File: src/hdl/cddc_pkg.sv
package cddc_pkg;

  localparam int unsigned LAST_YEAR_DEF = 9999;

  // Register stages from the accept edge to the result register.
  localparam int unsigned NUM_STAGES = 10;

  localparam logic [22:0] EPOCH_SHIFT = 23'd719468;
  localparam logic [17:0] ERA_DAYS    = 18'd146097;

  // Reciprocals for constant division: floor for the era estimate (corrected
  // by one compare later), ceiling for the exact quotients.
  localparam int unsigned ERA_SHIFT  = 32;
  localparam logic [14:0] ERA_RECIP  = 15'((64'd1 << ERA_SHIFT) / 64'd146097);
  localparam int unsigned R1460_SHIFT = 29;
  localparam logic [18:0] R1460      = 19'(((64'd1 << R1460_SHIFT) + 64'd1459) / 64'd1460);
  localparam int unsigned R365_SHIFT = 27;
  localparam logic [18:0] R365       = 19'(((64'd1 << R365_SHIFT) + 64'd364) / 64'd365);
  localparam int unsigned R7_SHIFT   = 26;
  localparam logic [23:0] R7         = 24'(((64'd1 << R7_SHIFT) + 64'd6) / 64'd7);
  localparam int unsigned R25_SHIFT  = 19;
  localparam logic [14:0] R25        = 15'(((64'd1 << R25_SHIFT) + 64'd24) / 64'd25);

  // First day-of-year of each month in a year that starts in March.
  function automatic logic [8:0] month_start(logic [3:0] mp);
    logic [8:0] s;
    case (mp)
      4'd0:    s = 9'd0;
      4'd1:    s = 9'd31;
      4'd2:    s = 9'd61;
      4'd3:    s = 9'd92;
      4'd4:    s = 9'd122;
      4'd5:    s = 9'd153;
      4'd6:    s = 9'd184;
      4'd7:    s = 9'd214;
      4'd8:    s = 9'd245;
      4'd9:    s = 9'd275;
      4'd10:   s = 9'd306;
      4'd11:   s = 9'd337;
      default: s = 9'd0;
    endcase
    return s;
  endfunction

  function automatic logic [4:0] month_len(logic [3:0] m, logic leap);
    logic [4:0] n;
    case (m)
      4'd2:                                  n = leap ? 5'd29 : 5'd28;
      4'd4, 4'd6, 4'd9, 4'd11:               n = 5'd30;
      4'd1, 4'd3, 4'd5, 4'd7, 4'd8, 4'd10,
      4'd12:                                 n = 5'd31;
      default:                               n = 5'd0;
    endcase
    return n;
  endfunction

  // Divisible by 4, and either not by 25 or also by 16.
  function automatic logic leap_of(logic [13:0] y);
    logic [28:0] prod;
    logic [9:0]  q;
    logic [13:0] r25;
    prod = 29'(y) * 29'(R25);
    q    = prod[28:R25_SHIFT];
    r25  = y - 14'(14'(q) * 14'd25);
    return (y[1:0] == 2'b00) && ((r25 != 14'd0) || (y[3:0] == 4'b0000));
  endfunction

  function automatic logic [2:0] mod7(logic [22:0] x);
    logic [46:0] prod;
    logic [20:0] q;
    logic [22:0] r;
    prod = 47'(x) * 47'(R7);
    q    = prod[46:R7_SHIFT];
    r    = x - 23'(23'(q) * 23'd7);
    return r[2:0];
  endfunction

  // floor(yoe / 100) for yoe below 400.
  function automatic logic [1:0] yoe_div100(logic [8:0] yoe);
    logic [12:0] p;
    p = 13'(yoe[8:2]) * 13'd41;
    return p[11:10];
  endfunction

  // Day count of December 31 of year yr; elaboration only.
  function automatic logic [31:0] last_count(int unsigned yr);
    int unsigned era;
    int unsigned yoe;
    int unsigned doe;
    era = yr / 400;
    yoe = yr - era * 400;
    doe = yoe * 365 + yoe / 4 - yoe / 100 + 305;
    return 32'(era * 146097 + doe - 719468);
  endfunction

endpackage

File: src/hdl/civil_date_day_converter_top.sv
// Channel   Handshake              Payload
// input     start / busy           in_mode, in_year_in, in_month_in, in_day_in, in_day_count_in
// result    out_valid (strobe)     out_day_count_out .. out_input_error
//
// One transaction per cycle; busy stays low. Each result comes out of the
// ten-stage pipeline of constant-reciprocal multipliers and compares (era
// split, year-of-era, month search, weekday). Reset (rst_n, synchronous)
// clears the stage valid bits and the strobe. The receiver cannot stall, so
// the pipeline advances every cycle.
module civil_date_day_converter_top #(
  parameter int unsigned LAST_YEAR = cddc_pkg::LAST_YEAR_DEF
) (
  input  logic        clk,
  input  logic        rst_n,
  input  logic        start,
  output logic        busy,
  input  logic        in_mode,
  input  logic [13:0] in_year_in,
  input  logic [3:0]  in_month_in,
  input  logic [4:0]  in_day_in,
  input  logic [21:0] in_day_count_in,
  output logic        out_valid,
  output logic [21:0] out_day_count_out,
  output logic [13:0] out_year_out,
  output logic [3:0]  out_month_out,
  output logic [4:0]  out_day_out,
  output logic [2:0]  out_weekday,
  output logic        out_leap_year,
  output logic [4:0]  out_month_length,
  output logic        out_input_error
);

  localparam int unsigned LAST_ST     = cddc_pkg::NUM_STAGES - 1;
  localparam logic [16:0] LAST_YEAR_W = 17'(LAST_YEAR);
  localparam logic [31:0] LAST_COUNT  = cddc_pkg::last_count(LAST_YEAR);

  // The day count keeps one bit above the output width so the weekday comes
  // from the full count when a raised last year pushes it past 22 bits.
  typedef struct packed {
    logic        mode;
    logic        err;
    logic [22:0] z;
    logic [22:0] zz;
    logic [13:0] y;
    logic [13:0] yy;
    logic [3:0]  m;
    logic [4:0]  d;
    logic [3:0]  mp;
    logic [5:0]  era;
    logic [8:0]  yoe;
    logic [1:0]  q100;
    logic [17:0] doe;
    logic [8:0]  doy;
    logic [17:0] tmp;
  } stage_t;

  stage_t            st_r   [1:LAST_ST];
  stage_t            st_nxt [1:LAST_ST];
  logic [LAST_ST:1]  vld_r;
  logic [LAST_ST:1]  vld_nxt;

  logic        out_valid_r;
  logic [21:0] day_count_r, day_count_nxt;
  logic [13:0] year_r, year_nxt;
  logic [3:0]  month_r, month_nxt;
  logic [4:0]  day_r, day_nxt;
  logic [2:0]  weekday_r, weekday_nxt;
  logic        leap_r, leap_nxt;
  logic [4:0]  mlen_r, mlen_nxt;
  logic        err_r, err_nxt;

  assign busy = 1'b0;

  if (LAST_ST > 1) begin : g_vld_shift
    assign vld_nxt = {vld_r[LAST_ST-1:1], start & ~busy};
  end else begin : g_vld_one
    assign vld_nxt = start & ~busy;
  end

  // Stage 1: capture, range check, month index or shifted count.
  always_comb begin
    logic       lp;
    logic [4:0] len;
    lp  = cddc_pkg::leap_of(in_year_in);
    len = cddc_pkg::month_len(in_month_in, lp);
    st_nxt[1]      = '0;
    st_nxt[1].mode = in_mode;
    st_nxt[1].y    = in_year_in;
    st_nxt[1].m    = in_month_in;
    st_nxt[1].d    = in_day_in;
    st_nxt[1].z    = {1'b0, in_day_count_in};
    if (!in_mode) begin
      st_nxt[1].err = ({3'b000, in_year_in} < 17'd1970) ||
                      ({3'b000, in_year_in} > LAST_YEAR_W) ||
                      (in_day_in == 5'd0) || (in_day_in > len);
      st_nxt[1].mp  = (in_month_in > 4'd2) ? in_month_in - 4'd3 : in_month_in + 4'd9;
    end else begin
      st_nxt[1].err = {10'b0, in_day_count_in} > LAST_COUNT;
      st_nxt[1].zz  = {1'b0, in_day_count_in} + cddc_pkg::EPOCH_SHIFT;
    end
  end

  // Stage 2: era estimate.
  always_comb begin
    logic [37:0] p_era;
    logic [15:0] p_yy;
    logic [13:0] yy;
    st_nxt[2] = st_r[1];
    p_era = 38'(st_r[1].zz) * 38'(cddc_pkg::ERA_RECIP);
    yy    = st_r[1].y - {13'b0, (st_r[1].m <= 4'd2)};
    p_yy  = 16'(yy[13:4]) * 16'd41;
    if (st_r[1].mode) begin
      st_nxt[2].era = p_era[37:cddc_pkg::ERA_SHIFT];
    end else begin
      st_nxt[2].yy  = yy;
      st_nxt[2].era = p_yy[15:10];
    end
  end

  // Stage 3: remainder inside the era.
  always_comb begin
    st_nxt[3] = st_r[2];
    if (st_r[2].mode) begin
      st_nxt[3].zz = st_r[2].zz - 23'(23'(st_r[2].era) * 23'(cddc_pkg::ERA_DAYS));
    end else begin
      st_nxt[3].yoe = 9'(st_r[2].yy - 14'(14'(st_r[2].era) * 14'd400));
    end
  end

  // Stage 4: correct the era estimate by one; day of year from the month table.
  always_comb begin
    st_nxt[4] = st_r[3];
    if (st_r[3].mode) begin
      if (st_r[3].zz >= 23'(cddc_pkg::ERA_DAYS)) begin
        st_nxt[4].era = st_r[3].era + 6'd1;
        st_nxt[4].doe = 18'(st_r[3].zz - 23'(cddc_pkg::ERA_DAYS));
      end else begin
        st_nxt[4].doe = 18'(st_r[3].zz);
      end
    end else begin
      st_nxt[4].q100 = cddc_pkg::yoe_div100(st_r[3].yoe);
      st_nxt[4].doy  = cddc_pkg::month_start(st_r[3].mp) + 9'(st_r[3].d) - 9'd1;
    end
  end

  // Stage 5: strip leap days from day-of-era, or build day-of-era.
  always_comb begin
    logic [36:0] p1460;
    logic [6:0]  q1460;
    logic [2:0]  q36524;
    logic        q146096;
    st_nxt[5] = st_r[4];
    p1460   = 37'(st_r[4].doe) * 37'(cddc_pkg::R1460);
    q1460   = p1460[35:cddc_pkg::R1460_SHIFT];
    q36524  = 3'(st_r[4].doe >= 18'd36524) + 3'(st_r[4].doe >= 18'd73048) +
              3'(st_r[4].doe >= 18'd109572) + 3'(st_r[4].doe >= 18'd146096);
    q146096 = st_r[4].doe == 18'd146096;
    if (st_r[4].mode) begin
      st_nxt[5].tmp = st_r[4].doe - 18'(q1460) + 18'(q36524) - 18'(q146096);
    end else begin
      st_nxt[5].doe = 18'(18'(st_r[4].yoe) * 18'd365) + 18'(st_r[4].yoe[8:2]) -
                      18'(st_r[4].q100) + 18'(st_r[4].doy);
    end
  end

  // Stage 6: year of era, or the final day count.
  always_comb begin
    logic [36:0] p365;
    logic [22:0] zsum;
    st_nxt[6] = st_r[5];
    p365 = 37'(st_r[5].tmp) * 37'(cddc_pkg::R365);
    zsum = 23'(23'(st_r[5].era) * 23'(cddc_pkg::ERA_DAYS)) + 23'(st_r[5].doe) -
           cddc_pkg::EPOCH_SHIFT;
    if (st_r[5].mode) begin
      st_nxt[6].yoe = p365[35:cddc_pkg::R365_SHIFT];
    end else begin
      st_nxt[6].z = zsum;
    end
  end

  // Stage 7: day of year and base year.
  always_comb begin
    logic [1:0]  q100;
    logic [17:0] yrs;
    st_nxt[7] = st_r[6];
    q100 = cddc_pkg::yoe_div100(st_r[6].yoe);
    yrs  = 18'(18'(st_r[6].yoe) * 18'd365) + 18'(st_r[6].yoe[8:2]) - 18'(q100);
    if (st_r[6].mode) begin
      st_nxt[7].doy = 9'(st_r[6].doe - yrs);
      st_nxt[7].yy  = 14'(14'(st_r[6].era) * 14'd400) + 14'(st_r[6].yoe);
    end
  end

  // Stage 8: month search over the table.
  always_comb begin
    logic [3:0] cnt;
    st_nxt[8] = st_r[7];
    cnt = 4'd0;
    for (int k = 1; k < 12; k++) begin
      if (st_r[7].doy >= cddc_pkg::month_start(4'(k))) cnt = cnt + 4'd1;
    end
    if (st_r[7].mode) st_nxt[8].mp = cnt;
  end

  // Stage 9: day, month and year from the March-based index.
  always_comb begin
    logic [3:0] mm;
    st_nxt[9] = st_r[8];
    mm = (st_r[8].mp < 4'd10) ? st_r[8].mp + 4'd3 : st_r[8].mp - 4'd9;
    if (st_r[8].mode) begin
      st_nxt[9].m = mm;
      st_nxt[9].d = 5'(st_r[8].doy - cddc_pkg::month_start(st_r[8].mp) + 9'd1);
      st_nxt[9].y = st_r[8].yy + {13'b0, (mm <= 4'd2)};
    end
  end

  // Result register: weekday, leap flag, month length; zero the fields on error.
  always_comb begin
    logic lp;
    lp = cddc_pkg::leap_of(st_r[LAST_ST].y);
    if (st_r[LAST_ST].err) begin
      day_count_nxt = '0;
      year_nxt      = '0;
      month_nxt     = '0;
      day_nxt       = '0;
      weekday_nxt   = '0;
      leap_nxt      = 1'b0;
      mlen_nxt      = '0;
      err_nxt       = 1'b1;
    end else begin
      day_count_nxt = st_r[LAST_ST].z[21:0];
      year_nxt      = st_r[LAST_ST].y;
      month_nxt     = st_r[LAST_ST].m;
      day_nxt       = st_r[LAST_ST].d;
      weekday_nxt   = cddc_pkg::mod7(st_r[LAST_ST].z + 23'd4);
      leap_nxt      = lp;
      mlen_nxt      = cddc_pkg::month_len(st_r[LAST_ST].m, lp);
      err_nxt       = 1'b0;
    end
  end

  always_ff @(posedge clk) begin
    if (!rst_n) begin
      vld_r       <= '0;
      out_valid_r <= 1'b0;
    end else begin
      vld_r       <= vld_nxt;
      out_valid_r <= vld_r[LAST_ST];
    end
  end

  always_ff @(posedge clk) begin
    st_r        <= st_nxt;
    day_count_r <= day_count_nxt;
    year_r      <= year_nxt;
    month_r     <= month_nxt;
    day_r       <= day_nxt;
    weekday_r   <= weekday_nxt;
    leap_r      <= leap_nxt;
    mlen_r      <= mlen_nxt;
    err_r       <= err_nxt;
  end

  assign out_valid         = out_valid_r;
  assign out_day_count_out = day_count_r;
  assign out_year_out      = year_r;
  assign out_month_out     = month_r;
  assign out_day_out       = day_r;
  assign out_weekday       = weekday_r;
  assign out_leap_year     = leap_r;
  assign out_month_length  = mlen_r;
  assign out_input_error   = err_r;

endmodule

File: config.mk
export PLATFORM = sky130hd
export DESIGN_NAME = civil_date_day_converter_top
export DESIGN_NICKNAME = d
export VERILOG_FILES = /design/src/hdl/cddc_pkg.sv /design/src/hdl/civil_date_day_converter_top.sv
export SDC_FILE = /design/constraint.sdc
export NUM_CORES = 2
export LEC_CHECK = 0
export BUFFER_PORTS_ARGS = -buffer_cell sky130_fd_sc_hd__buf_2
export CAP_MARGIN = 40
export CORE_ASPECT_RATIO = 1.75
export CORE_MARGIN = 2
export CORE_UTILIZATION = 60
export DETAILED_ROUTE_END_ITERATION = 10
export HOLD_SLACK_MARGIN = 0.12
export PLACE_DENSITY = 0.77
export SYNTH_ARGS = -nofsm -noshare
export SYNTH_HDL_FRONTEND = slang
export SYNTH_SLANG_ARGS = --single-unit
File: constraint.sdc
create_clock -name clk -period 15.41 [get_ports clk]
set_input_delay 0.7705 -clock clk [delete_from_list [all_inputs] [get_ports clk]]
set_output_delay 0.7705 -clock clk [all_outputs]
set_load 0.01 [all_outputs]
Word-level counts from Yosys, hierarchy flattened
Memories as Yosys holds them, arrays and structs flattened. A register that Yosys moved wholly into a read port is not among the register bits.
Cells that the tools add are included.
- flip-flop bits (word level): 862
- memory bits (read-only): 288
- bits of input ports: 49
- output and inout port bits: 57
- memories kept: 2
- memory list (name ; words ; bits a word ; read ports ; clocked after Yosys merged registers in ; wr ports ; RTL line ; text):
    (no name shown) ; 16 ; 9 ; 1 ; 1 ; 0 ; cddc_pkg.sv:27 ; case (mp)
    (no name shown) ; 16 ; 9 ; 1 ; 1 ; 0 ; cddc_pkg.sv:27 ;
- add/subtract/negate cells: 44
- $mul: 18
- $lt $le $gt $ge: 24
- equal/unequal tests: 25
- multiplexer cells: 34
- reductions and logical operators: 18
- operator list (operator ; count):
    18-bit by 16-bit multiplier with 33-bit output, second input constant ; 2
    14-bit by 13-bit multiplier with 27-bit output, second input constant ; 2
    4-bit two-way mux ; 13
    23-bit by 24-bit multiplier with 47-bit output, second input constant ; 1
    6-bit by 18-bit multiplier with 23-bit output, second input constant ; 2
    4-bit by 1-bit adder with 4-bit output, second input constant ; 10
    4-bit equality test, second input constant ; 10
    23-bit by 14-bit multiplier with 37-bit output, second input constant ; 1
    18-bit by 17-bit >= comparator with 1-bit output, second input constant ; 2
    9-bit by 8-bit >= comparator with 1-bit output, second input constant ; 4
    18-bit two-way mux ; 2
    9-bit two-way mux ; 4
    4-bit by 3-bit equality test with 1-bit output, second input constant ; 8
    5-bit case mux with 3 select lines ; 2
    10-bit by 5-bit multiplier with 14-bit output, second input constant ; 2
    14-bit two-way mux ; 2
    14-bit nonzero test ; 2
    14-bit subtractor ; 2
    9-bit >= comparator, second input constant ; 3
    7-bit by 6-bit multiplier with 12-bit output, second input constant ; 2
    22-bit by 20-bit adder with 23-bit output, second input constant ; 1
    23-bit by 18-bit adder with 23-bit output ; 1
    23-bit by 3-bit adder with 23-bit output, second input constant ; 1
    23-bit by 18-bit >= comparator with 1-bit output, second input constant ; 1
    other kinds (61) ; 83

Depth between registers and ports, before layout
- depth in word-level cells: 23
- depth in mapped cells: 43
- mapped depth without buffers: 43

Least setup slack after synthesis
OpenSTA, ideal clock, no wires.
- path kind: input to register
- start: in in_year_in[8]
- end: reg st_r (netlist bit st_nxt[1206])
- library setup time: 0.078 ns
- arrival time: 9.154 ns
- data required time: 15.332 ns
- slack: 6.178 ns
- stages on the path: 40
- buffers on the path: 1
- cells stage by stage: fa_1 ha_1 fa_1 fa_1 inv_1 fa_1 inv_1 ha_1 a21o_1 a211o_1 a2111oi_0 o31a_1 o31a_1 o21ba_2 o21ai_0 and3_1 o31a_1 nor2_1 [... 4 more ...] fa_1 inv_1 ha_1 clkbuf_1 o31a_1 nor4_1 a21oi_1 nor4_1 o2111a_1 a21oi_1 ha_1 nor2b_1 o21ai_0 nand2b_1 a21oi_1 nor2b_1 o22ai_1 a32oi_1
- RTL lines (item ; RTL line ; text):
    start, declared ; civil_date_day_converter_top.sv:18 ; input logic [13:0] in_year_in,
    end signal, assigned ; civil_date_day_converter_top.sv:253 ; st_r <= st_nxt;
    end, declared ; civil_date_day_converter_top.sv:57 ; stage_t st_r [1:LAST_ST];

Worst setup path in the final report
- start: reg st_r[791] (netlist name)
- end: reg st_r (netlist bit st_nxt[469])
- longest elaborated chain between the ends: 6
- elaborated cells on any way between the ends: 12
- those cells by class: add/sub: 6; mul: 1; order compare: 4; eq/ne: 1
- ends and longest elaborated chain (item ; RTL line ; text):
    branches (longest 5 deep; another with 18-bit by 16-bit multiplier with 33-bit output) ; -- ;
    18-bit by 1-bit subtractor with 18-bit output (*) ; civil_date_day_converter_top.sv:159 ; st_nxt[5].tmp = st_r[4].doe - 18'(q1460) + 18'(q36524) - 18'(q146096);
Every way passes the cells marked *.
A chain may end at the register's enable or synchronous reset.

==> metrics.md <==
| Metric | Value |
|---|---|
| Commonest non-fill, non-tap cell in the layout | `inv_1` |
| Initial Util | `60.4%` |
| Max Transition Viols Final | `0` |
| Share of the synthesized area in the top cell type | `27.0%` |
| Setup crit end kind | `flip-flop` |
| Seq/Total Area, Yosys | `~27%` |
| DRC violations left | `0` |
| Tmin final | `9990 ps` |
| First-pass GRT wire length | `224000 um` |
| GRT Util Overall | `25.8%` |
| Avg WL per Cell | `around 18 um` |
| Post-Syn Area | `64800 um^2` |
| Mapped Cells | `6025` |
| Hold Path Class | `in -> reg` |
| Clock transition at path regs | `~70 ps` |
| Slowest stage delay, CP | `900 ps` |
| Die X | `about 250 um` |
| Most used cell along the critical path | `fa_1` |
| Synth Register Bits | `874` |
| Vias | `41000` |
| Dpl hpwl | `114000 um` |
| Critical path's slowest cell | `dfxtp_1` |
| Placed inst area | `66900 um^2` |
| Port Buffers | `approximately 100` |
| Primary FF master, synth | `dfxtp_1` |
| CP Max Fanout | `14` |
| WP buf/inv | `3` |
| Core ar. | `107000 um^2` |
| Row count | `roughly 160` |
| Congestion Overflow GR | `0` |
| Area grow syn2layout | `7.36%` |
| F_max | `0.100 GHz` |
| Most frequent cells in the layout | `1277 x inv_1, 1275 x ha_1, 872 x dfxtp_1, 729 x fa_1, 216 x xnor2_1` |
| Worst endpoint required time | `15950 ps` |
| Slew HR | `40.4%` |
| Synth top area cells | `dfxtp_1 27%, ha_1 25%, fa_1 23%` |
| Post-CTS Hold Buffers | `0` |
| Worst path top cell family by delay | `adder cells` |
| Layout cells sized above 1 | `roughly 5.3%` |
| Max clock buf depth | `3` |
| Final instance area | `69500 um^2` |
| Status | `completed` |
| Vias in the first global route | `approximately 45000` |
| Root Driver | `clkbuf_16` |
| Worst Path Arrival | `10530 ps` |
| Post-Route WL | `137000 um` |
| Largest net degree at the start of global routing | `54` |
| Worst-Skew Late Latency | `670 ps` |
| TritonRoute pass-1 iters | `5` |
| Startpoint types | `flip-flop` |
| Cell variety after synth | `87` |
| Clk sinks | `874` |
| Setup ws final | `5420 ps` |
| Layout fillers | `between 8000 and 9000` |
| Fin crit share | `64.8%` |
| CP Class | `reg -> reg` |
| CTS Buf Count | `75` |
| Drt via density | `5.40` |
| Iter 0 DRT Violations | `1496` |
| Ports | `approximately 110` |
| CTS tree | `yes` |
| Die Height | `439 um` |
| H-Tree Depth | `3` |
| CTS resizes | `0` |
| Setup-failing EPs final | `0` |
| Async S/R FF share, synth | `0%` |
| Post-synth EDFFs | `0` |
| YS warnings | `0` |
| Pre-CTS WS | `just under 5000 ps` |
| Initial antenna violation count | `3` |
| Hold Fails Final Rpt | `0` |
| ANT nets after route | `0` |
| Synth Area per Inst | `10.8 um^2` |
| Setup_tns | `0 ps` |
| Clk_skew | `34.2 ps` |
| Actual transition at the worst max-transition pin | `about 890 ps` |
| Post-CTS setup buffer count | `0` |
| Gpl congestion | `0.929` |
| Layout Nets | `8222` |
| Post-synth top area cell | `dfxtp_1` |
| RSZ-0062 raised after global routing | `false` |
| Net count after synthesis | `8078` |
| Die ar. | `between 100000 and 150000 um^2` |
| Max Cap Viol | `0` |
-- cell type report --
type                    count  area, um^2  area share [%]
clock buffers              94        2010            2.89
clock inverters            38         592           0.851
inverters                1277        4790            6.89
well taps                1368        1710            2.46
repair buffers            122         688           0.990
diodes                      2        5.00         0.00720
flip-flops and latches    874       17500            25.2
multi-input cells        3819       42200            60.7
-- final timing paths --
check | to | startpoint | cells past startpoint | slack (ps)
worst min-delay path | st_nxt[1129] | in_month_in[1] | 1 | 260
worst max register to register | st_nxt[469] | st_r[791] | 33 | 5420
worst max-delay path | st_nxt[469] | st_r[791] | 33 | 5420
worst min register to register | st_nxt[298] | st_nxt[449] | 0 | 300
-- synthesized netlist by cell type, types with 6 or more instances --
| master | number |
|---|---|
| o21a_1 | 32 |
| a21o_1 | 91 |
| fa_1 | 729 |
| nor3_1 | 59 |
| a41oi_1 | 6 |
| a211oi_1 | 15 |
| nand4_1 | 21 |
| nand2_1 | 161 |
| o21bai_1 | 21 |
| nor2b_1 | 69 |
| buf_1 | 6 |
| nor3b_1 | 10 |
| xnor2_1 | 216 |
| o22ai_1 | 11 |
| mux2i_1 | 10 |
| a31o_2 | 7 |
| dfxtp_1 | 874 |
| nand2b_1 | 30 |
| or3_1 | 17 |
| or2_2 | 10 |
| clkbuf_1 | 38 |
| xor2_1 | 97 |
| a21boi_0 | 19 |
| and2_1 | 59 |
| nor4_1 | 12 |
| a21oi_1 | 183 |
| ha_1 | 1275 |
| inv_1 | 1277 |
| and3_1 | 24 |
| o21ai_0 | 143 |
| a211o_1 | 8 |
| o31ai_1 | 18 |
| a2111oi_0 | 8 |
| o211ai_1 | 12 |
| o31a_1 | 11 |
| nand3_1 | 66 |
| nor2_1 | 206 |
| a31oi_1 | 18 |
| mux2_2 | 54 |
| and4_1 | 8 |
-- per-stage QoR --
stage / instances / hold WS [ps] / util, %
after floorplan: 6025 / 310 / -
after global placement: 7453 / 310 / 62.3
after detailed placement: 7460 / 312 / 62.4
after CTS: 7592 / 212 / 64.8
after global routing: 7594 / 235 / 64.9
final: 7594 / 262 / 64.9
-- registers in the layout (all words and copies together) (netlist names), named ones only --
name	cells
out_leap_year	1
out_day_count_out	22
out_month_out	4
out_weekday	3
out_month_length	3
vld_r	9
out_year_out	14
out_day_out	5
st_nxt	622
out_valid	1
out_input_error	1
st_r	175
-- cell families after synthesis --
logic type / share of synthesized area, %
compound gates: 6.53
other cells: 0.00579
flops: 27.0
simple gates: 5.96
fa+ha+maj: 47.2
mux: 1.19
buf+inv: 7.77
xor+xnor: 4.38
-- metal layers --
| layer | track usage, % | share of wire, % | up-vias |
|---|---|---|---|
| li1 | - | - | 19600 |
| met1 | 26.0 | 35 | 20200 |
| met2 | 50.8 | 56 | 786 |
| met3 | 2.39 | 2.6 | 421 |
| met4 | 15.0 | 6.3 | 0 |
| met5 | 0 | 0 | - |
Power is not shown: default switching activity piles up to over one toggle a cycle in this logic, so the estimate is an artifact.
